$ cat config.mk
export PLATFORM = sky130hd
export DESIGN_NAME = polygon_fan_triangulator_flat
export DESIGN_NICKNAME = d
export VERILOG_FILES = /design/src/rtl/pft_pkg.sv /design/src/rtl/pft_req_if.sv /design/src/rtl/pft_rsp_if.sv /design/src/rtl/polygon_fan_triangulator.sv /design/src/flat_wrapper.sv
export VERILOG_INCLUDE_DIRS = /design/src /design/src/rtl
export SDC_FILE = /design/constraint.sdc
export NUM_CORES = 1
export LEC_CHECK = 0
export ABC_AREA = 0
export BUFFER_PORTS_ARGS = -buffer_cell sky130_fd_sc_hd__buf_2
export CAP_MARGIN = 10
export CELL_PAD_IN_SITES_DETAIL_PLACEMENT = 1
export CELL_PAD_IN_SITES_GLOBAL_PLACEMENT = 1
export CORE_UTILIZATION = 32
export CTS_CLUSTER_DIAMETER = 80
export DETAILED_ROUTE_END_ITERATION = 16
export PLACE_DENSITY_LB_ADDON = 0.15
export SYNTH_ARGS = -nofsm -noshare
export SYNTH_HDL_FRONTEND = slang
export SYNTH_SLANG_ARGS = --single-unit
$ cat constraint.sdc
create_clock -name clock -period 42.4 [get_ports clock]
set_input_delay 0 -clock clock [delete_from_list [all_inputs] [get_ports clock]]
set_output_delay 0 -clock clock [all_outputs]
set_load 0.02 [all_outputs]
$ cat src/rtl/polygon_fan_triangulator_macros.svh
// Assertion macros shared by the polygon fan triangulator RTL.
// Depends on nothing; included by the modules that carry assertions.
`ifndef POLYGON_FAN_TRIANGULATOR_MACROS_SVH
`define POLYGON_FAN_TRIANGULATOR_MACROS_SVH

// Same-cycle implication, disabled during reset.
`define PFT_ASSERT_NOW(label, clk, rst, cond, expr) \
   label: assert property (@(posedge clk) disable iff (rst) (cond) |-> (expr)) \
      else $error("pft assertion failed: same-cycle check");

// Next-cycle implication, disabled during reset.
`define PFT_ASSERT_NEXT(label, clk, rst, cond, expr) \
   label: assert property (@(posedge clk) disable iff (rst) (cond) |=> (expr)) \
      else $error("pft assertion failed: next-cycle check");

`endif

$ cat src/rtl/pft_pkg.sv
// Types and constants for the polygon fan triangulator.
// Depends on nothing; used by the channel interfaces and the top level.
package pft_pkg;

   localparam int INDEX_BITS = 24;
   localparam int FIELD_BITS = 24;
   localparam int RAW_BITS   = FIELD_BITS + 1;

   typedef enum logic [1:0] {
      HELD_NONE,
      HELD_ONE,
      HELD_TWO
   } held_type;

   typedef enum logic [1:0] {
      SLOT_A,
      SLOT_B,
      SLOT_C
   } slot_type;

   typedef struct packed {
      logic [FIELD_BITS-1:0] corner_ordinal;
      logic [FIELD_BITS-1:0] point_index;
   } vertex_type;

endpackage

$ cat src/rtl/pft_req_if.sv
// Input channel of the polygon fan triangulator: one polygon corner per transfer.
// Depends on pft_pkg.
interface pft_req_if;
   logic                                valid;
   logic                                ready;
   logic signed [pft_pkg::RAW_BITS-1:0] vertex_index;
   logic                                mesh_start;

   modport source (output valid, output vertex_index, output mesh_start, input ready);
   modport sink (input valid, input vertex_index, input mesh_start, output ready);
endinterface

$ cat src/rtl/pft_rsp_if.sv
// Result channel of the polygon fan triangulator: one triangle vertex per transfer.
// Depends on pft_pkg.
interface pft_rsp_if;
   logic                            valid;
   logic                            ready;
   logic [pft_pkg::FIELD_BITS-1:0]  corner_ordinal;
   logic [pft_pkg::FIELD_BITS-1:0]  point_index;
   logic                            triangle_end;

   modport source (output valid, output corner_ordinal, output point_index,
                   output triangle_end, input ready);
   modport sink (input valid, input corner_ordinal, input point_index,
                 input triangle_end, output ready);
endinterface

$ cat src/rtl/polygon_fan_triangulator.sv
// Polygon fan triangulator top level: corner tracking and triangle output buffer.
// Depends on pft_pkg, pft_req_if, pft_rsp_if and polygon_fan_triangulator_macros.svh.
//
//   channel   direction  transfer carries
//   req_bus   in         vertex_index, mesh_start
//   rsp_bus   out        corner_ordinal, point_index, triangle_end
//   csr_*     in         clockwise_winding
//
// A corner is handled in the cycle of its transfer; a triangle goes into a three-entry
// output buffer and leaves it one vertex per cycle while rsp_bus is ready.
// A corner that completes a triangle can enter the buffer as its last vertex is taken.
// A corner that emits nothing is taken every cycle while the buffer is free.
// The input stalls while the buffer holds a vertex other than the last one being taken.
// Synchronous reset clears the corner state, the counter, the winding bit and the buffer.
`include "polygon_fan_triangulator_macros.svh"

module polygon_fan_triangulator (
   input  logic          clock,
   input  logic          reset,
   pft_req_if.sink       req_bus,
   pft_rsp_if.source     rsp_bus,
   input  logic          csr_write_enable,
   input  logic          csr_write_data
);

   logic                              winding_ff;
   logic [pft_pkg::INDEX_BITS-1:0]    counter_ff;
   logic [pft_pkg::INDEX_BITS-1:0]    counter_eff;
   pft_pkg::held_type                 held_ff, held_in, held_eff;
   pft_pkg::vertex_type               first_ff, first_in;
   pft_pkg::vertex_type               prev_ff, prev_in;
   pft_pkg::vertex_type               cur;
   pft_pkg::vertex_type               buf_ff [3];
   pft_pkg::slot_type                 slot_ff, slot_in;
   logic                              buf_valid_ff, buf_valid_in;
   logic                              closing;
   logic                              emit;
   logic                              req_fire;
   logic                              rsp_fire;
   logic                              last_taken;

   always_comb begin
      closing     = req_bus.vertex_index[pft_pkg::RAW_BITS-1];
      counter_eff = req_bus.mesh_start ? '0 : counter_ff;
      held_eff    = req_bus.mesh_start ? pft_pkg::HELD_NONE : held_ff;
      cur.corner_ordinal = pft_pkg::FIELD_BITS'(counter_eff);
      cur.point_index    = closing ? ~req_bus.vertex_index[pft_pkg::FIELD_BITS-1:0]
                                   : req_bus.vertex_index[pft_pkg::FIELD_BITS-1:0];
      emit = (held_eff == pft_pkg::HELD_TWO);
   end

   assign rsp_fire   = rsp_bus.valid && rsp_bus.ready;
   assign last_taken = rsp_fire && (slot_ff == pft_pkg::SLOT_C);
   assign req_bus.ready = !buf_valid_ff || last_taken;
   assign req_fire   = req_bus.valid && req_bus.ready;

   always_comb begin
      held_in  = held_ff;
      first_in = first_ff;
      prev_in  = prev_ff;
      if (req_fire) begin
         unique case (held_eff)
            pft_pkg::HELD_NONE: begin
               if (closing) begin
                  held_in = pft_pkg::HELD_NONE;
               end else begin
                  held_in  = pft_pkg::HELD_ONE;
                  first_in = cur;
               end
            end
            pft_pkg::HELD_ONE: begin
               if (closing) begin
                  held_in = pft_pkg::HELD_NONE;
               end else begin
                  held_in = pft_pkg::HELD_TWO;
                  prev_in = cur;
               end
            end
            default: begin
               if (closing) begin
                  held_in = pft_pkg::HELD_NONE;
               end else begin
                  held_in = pft_pkg::HELD_TWO;
                  prev_in = cur;
               end
            end
         endcase
      end
   end

   always_comb begin
      buf_valid_in = buf_valid_ff;
      slot_in      = slot_ff;
      priority if (req_fire && emit) begin
         buf_valid_in = 1'b1;
         slot_in      = pft_pkg::SLOT_A;
      end else if (rsp_fire) begin
         unique case (slot_ff)
            pft_pkg::SLOT_A: slot_in = pft_pkg::SLOT_B;
            pft_pkg::SLOT_B: slot_in = pft_pkg::SLOT_C;
            default: begin
               slot_in      = pft_pkg::SLOT_A;
               buf_valid_in = 1'b0;
            end
         endcase
      end else begin
         buf_valid_in = buf_valid_ff;
         slot_in      = slot_ff;
      end
   end

   always_ff @(posedge clock) begin
      if (reset) begin
         winding_ff   <= 1'b0;
         counter_ff   <= '0;
         held_ff      <= pft_pkg::HELD_NONE;
         slot_ff      <= pft_pkg::SLOT_A;
         buf_valid_ff <= 1'b0;
      end else begin
         if (csr_write_enable) begin
            winding_ff <= csr_write_data;
         end
         if (req_fire) begin
            counter_ff <= counter_eff + pft_pkg::INDEX_BITS'(1);
         end
         held_ff      <= held_in;
         slot_ff      <= slot_in;
         buf_valid_ff <= buf_valid_in;
      end
   end

   always_ff @(posedge clock) begin
      first_ff <= first_in;
      prev_ff  <= prev_in;
      if (req_fire && emit) begin
         buf_ff[0] <= winding_ff ? first_ff : prev_ff;
         buf_ff[1] <= winding_ff ? prev_ff : first_ff;
         buf_ff[2] <= cur;
      end
   end

   always_comb begin
      unique case (slot_ff)
         pft_pkg::SLOT_A: begin
            rsp_bus.corner_ordinal = buf_ff[0].corner_ordinal;
            rsp_bus.point_index    = buf_ff[0].point_index;
         end
         pft_pkg::SLOT_B: begin
            rsp_bus.corner_ordinal = buf_ff[1].corner_ordinal;
            rsp_bus.point_index    = buf_ff[1].point_index;
         end
         default: begin
            rsp_bus.corner_ordinal = buf_ff[2].corner_ordinal;
            rsp_bus.point_index    = buf_ff[2].point_index;
         end
      endcase
   end

   assign rsp_bus.valid        = buf_valid_ff;
   assign rsp_bus.triangle_end = (slot_ff == pft_pkg::SLOT_C);

   `PFT_ASSERT_NOW(a_stall_while_busy, clock, reset, buf_valid_ff && !last_taken, !req_bus.ready)
   `PFT_ASSERT_NEXT(a_emit_loads_buffer, clock, reset, req_fire && emit, rsp_bus.valid && slot_ff == pft_pkg::SLOT_A)
   `PFT_ASSERT_NEXT(a_close_clears_held, clock, reset, req_fire && closing, held_ff == pft_pkg::HELD_NONE)
   `PFT_ASSERT_NEXT(a_start_restarts_count, clock, reset, req_fire && req_bus.mesh_start, counter_ff == pft_pkg::INDEX_BITS'(1))

endmodule

$ cat src/flat_wrapper.sv
// flat-port wrapper written by rule: the top's interface ports become plain ports
module polygon_fan_triangulator_flat 
  (clock, reset, csr_write_enable, csr_write_data, req_bus_valid, req_bus_vertex_index, req_bus_mesh_start, req_bus_ready, rsp_bus_valid, rsp_bus_corner_ordinal, rsp_bus_point_index, rsp_bus_triangle_end, rsp_bus_ready);
  pft_req_if req_bus_i ();
  pft_rsp_if rsp_bus_i ();
  input  logic clock;
  input  logic reset;
  input  logic csr_write_enable;
  input  logic csr_write_data;
  input wire logic [$bits(req_bus_i.valid)-1:0] req_bus_valid;
  input wire logic [$bits(req_bus_i.vertex_index)-1:0] req_bus_vertex_index;
  input wire logic [$bits(req_bus_i.mesh_start)-1:0] req_bus_mesh_start;
  output wire logic [$bits(req_bus_i.ready)-1:0] req_bus_ready;
  output wire logic [$bits(rsp_bus_i.valid)-1:0] rsp_bus_valid;
  output wire logic [$bits(rsp_bus_i.corner_ordinal)-1:0] rsp_bus_corner_ordinal;
  output wire logic [$bits(rsp_bus_i.point_index)-1:0] rsp_bus_point_index;
  output wire logic [$bits(rsp_bus_i.triangle_end)-1:0] rsp_bus_triangle_end;
  input wire logic [$bits(rsp_bus_i.ready)-1:0] rsp_bus_ready;
  assign req_bus_i.valid = req_bus_valid;
  assign req_bus_i.vertex_index = req_bus_vertex_index;
  assign req_bus_i.mesh_start = req_bus_mesh_start;
  assign req_bus_ready = req_bus_i.ready;
  assign rsp_bus_valid = rsp_bus_i.valid;
  assign rsp_bus_corner_ordinal = rsp_bus_i.corner_ordinal;
  assign rsp_bus_point_index = rsp_bus_i.point_index;
  assign rsp_bus_triangle_end = rsp_bus_i.triangle_end;
  assign rsp_bus_i.ready = rsp_bus_ready;
  polygon_fan_triangulator u_core (.clock(clock), .reset(reset), .req_bus(req_bus_i), .rsp_bus(rsp_bus_i), .csr_write_enable(csr_write_enable), .csr_write_data(csr_write_data));
endmodule
==> reports/metrics.yaml <==
global_routing:
  met3_usage: 0.0225
  antenna_found_initial: 0
  met1_usage: 0.165
  busiest_layer: "met2"
  grt_pass1_vias: 7213
  grt_overflow: 0
  grt_max_degree: 104
  use_met2: 0.258
  grt_pass1_wl_mm: 39.3
  grtUsageTotal: 0.139
clocking:
  cts_setup_buffers: 0
  clock_path_buffers: 3
  htree_levels: 1
  holdBufCountCts: 31
  cts_buffers: 29
  cts_tree: "yes"
  clockRootBuffer: "clkbuf_16"
  insertion_delay_ps: 540
  cts.sinks: 270
  clk_pin_slew_ps: 60
  ctsResizeCount: 0
placement:
  dp_hpwl_mm: 14.8
  placed_area_mm2: 0.0123
  io_buffers: 82
  gp_congestion: 0.739
power_and_ir_drop:
  peakVddDrop_uv: 25.1
  seqPwrFrac: 0.521
  powerDensity_mw_per_mm2: 42.0
  power_mw: 0.567
  intPower_mw: 0.453
  switching_share: 0.202
  power_leakage_nw: 4.30
  power_frac_clock: 0.441
  power_switching_mw: 0.114
  pwr-share-comb: 0.039
logic_synthesis:
  yosys_register_bits: 270
  synth-main-ff-cell: "edfxtp_1"
  async_flop_share: 0
  synth_fa_ha_area_frac: 0.00110
  synth_compound_area_frac: 0.0591
  muxShareOfSynthArea: 0.146
  synth_top_family_by_area: "multiplexers"
  synth-simple-area-share: 0.0676
  syn_area_mm2: 0.0114
  synth.net_count: 799
  synth_cells: 766
  synth-edff-count: 240
  avgSynthCellArea_um2: 14.8
  yosysSeqAreaShare: 0.688
  synthXorXnorAreaFrac: 0.0185
  yosysWarningCount: 0
  synthDistinctLibCells: 50
timing:
  finClkSkew_ps: 16.2
  timing.final.max_slew_violations: 0
  finalCritPeriodShare: 0.0859
  finalSetupViolations: 0
  hold_viol_final: 0
  min_period_ps: 3640
  worst_pin_slew_ps: 1160
  fmax_mhz: 274
  rsz0062_at_grt: "no"
  timing.slew.headroom: 0.223
  fin_tns_setup_ps: 0
floorplan:
  top_level_ports: 83
  placementRows: 68
  core_area_mm2: 0.0347
  start_util: 0.327
  die_w_um: 190
  die_area_mm2: 0.0362
  die_h_um: 190
drt:
  wirelength_mm: 25.1
  first_pass_iters: 4
  post_drt_wl_per_cell_um: 18.5
  routed-via-count: 6537
  ant_nets: 0
  viasPerCell: 4.84
  first_iter_violations: 244
  drc: 0
worst_hold_path:
  hold_path.class: "input pin to flop"
  min_path_cells: 3
layout:
  fillers: 3545
  layout-drive-gt1-share: 0.273
  antenna_cells: 0
  area_growth_syn_to_layout_pct: 19.0
  fin_nets: 907
  fin_area_mm2: 0.0135
critical_path:
  crit_arrival_ps: 3800
  path_class: "flop to flop"
  required_ps: 42560
  critPathMaxFanout: 103
  worst_setup_path_end_kind: "flop"
  r2r_cells: 4
  cp-start-kind: "flop"
run_status:
  outcome: "complete, no violations"
run:
  cap_violations: 0
## flip-flops by register name, indices dropped and copies added, names as in the netlist
| name | flops |
|---|---|
| u_core.buf_ff | 144 |
| u_core.first_ff | 48 |
| u_core.prev_ff | 48 |
| u_core.counter_ff | 24 |
| u_core.held_ff | 2 |
| u_core.slot_ff | 2 |
| u_core.rsp_bus.valid | 1 |
| u_core.winding_ff | 1 |
## worst max-delay path: stages, from the launching register on
cell and delay (ps):
dfxtp_4 1060, nand3b_1 460, a2111oi_2 540, buf_4 450
buf_4 720
## worst paths after layout
| kind | slack [ps] | start | endpoint |
|---|---|---|---|
| worst max-delay path | 38760 | u_core.slot_ff[1] | u_core.buf_ff[0][13] |
| worst min-delay path | 180 | req_bus_mesh_start | u_core.counter_ff[0] |
| worst max register to register | 38760 | u_core.slot_ff[1] | u_core.buf_ff[0][13] |
| worst min register to register | 500 | u_core.held_ff[1] | u_core.held_ff[1] |
## cell type report
| cell class | instances | area (µm²) | area share |
|---|---|---|---|
| flip-flops and latches | 270 | 7820 | 0.579 |
| multi-input cells | 437 | 3330 | 0.247 |
| repair buffers | 123 | 796 | 0.0589 |
| clock buffers | 32 | 737 | 0.0545 |
| well taps | 455 | 569 | 0.0421 |
| clock inverters | 22 | 210 | 0.0156 |
| inverters | 13 | 48.8 | 0.00361 |
## cell usage after synthesis, drive strengths merged (4+ instances only)
cell type | n | area share
a211oi | 4 | 0.0026
a21oi | 26 | 0.011
buf | 6 | 0.0023
clkbuf | 40 | 0.013
dfxtp | 30 | 0.053
edfxtp | 240 | 0.63
inv | 13 | 0.0043
mux2 | 103 | 0.10
mux2i | 50 | 0.044
nand2 | 58 | 0.019
nand3 | 6 | 0.0026
nand4 | 7 | 0.0039
nor2 | 21 | 0.0069
nor2b | 17 | 0.0094
nor3 | 4 | 0.0018
nor3b | 8 | 0.0053
nor4 | 5 | 0.0028
o2111ai | 4 | 0.0031
o211ai | 6 | 0.0040
o21ai | 55 | 0.024
or4 | 5 | 0.0033
xor2 | 24 | 0.019
## per-stage QoR
step | std cells | utilization | hold slack [ps] | worst slack [ps]
after global routing | 1352 | 0.389 | 197 | 38350
after CTS | 1352 | 0.389 | 150 | 38630
after global placement | 1267 | 0.353 | 265 | 38780
after detailed placement | 1267 | 0.353 | 262 | 38630
after floorplan | 766 | - | 147 | 24840
final | 1352 | 0.389 | 183 | 38760
## logic make-up after synthesis
family	count (synthesis)
AO/OA/AOI/OAI	112
XOR/XNOR	24
adder cells (fa/ha/maj)	1
buffers and inverters	59
flip-flops	270
multiplexers	153
AND/OR/NAND/NOR	147
## metal layers
layer,vias to the layer above,wire length (µm),share of wire
li1,3125,-,-
met1,3293,10800,0.43
met3,31,796,0.032
met4,0,489,0.020
met2,88,13000,0.52
met5,-,0,0
## cells in the final DEF (no fill, tap or decap), types with 5 or more instances in the layout
cell type	instances
a21oi_1	26
clkinv_2	9
o211ai_1	6
nand4_1	7
dlygate4sd3_1	31
o21ai_0	53
nand3_1	6
nor2_1	21
buf_2	82
mux2_2	97
nor4_1	5
mux2_1	6
clkbuf_16	29
nor2b_1	17
mux2i_1	50
edfxtp_1	240
xor2_1	24
nand2_1	58
inv_1	11
dfxtp_1	27
clkinv_1	6
nor3b_1	8
or4_1	5
buf_4	10
## power by group through the flow
stage	clock network (mW)	logic [mW]	registers, mW
3_3_place_gp	0	0.0194	0.301
5_1_grt	0.267	0.0242	0.296
6_report	0.250	0.0220	0.295
3_5_place_dp	0	0.0203	0.301
4_1_cts	0.259	0.0226	0.295
2_1_floorplan	0	0.0138	0.301
Note: power is estimated with default switching activity, not from simulation.
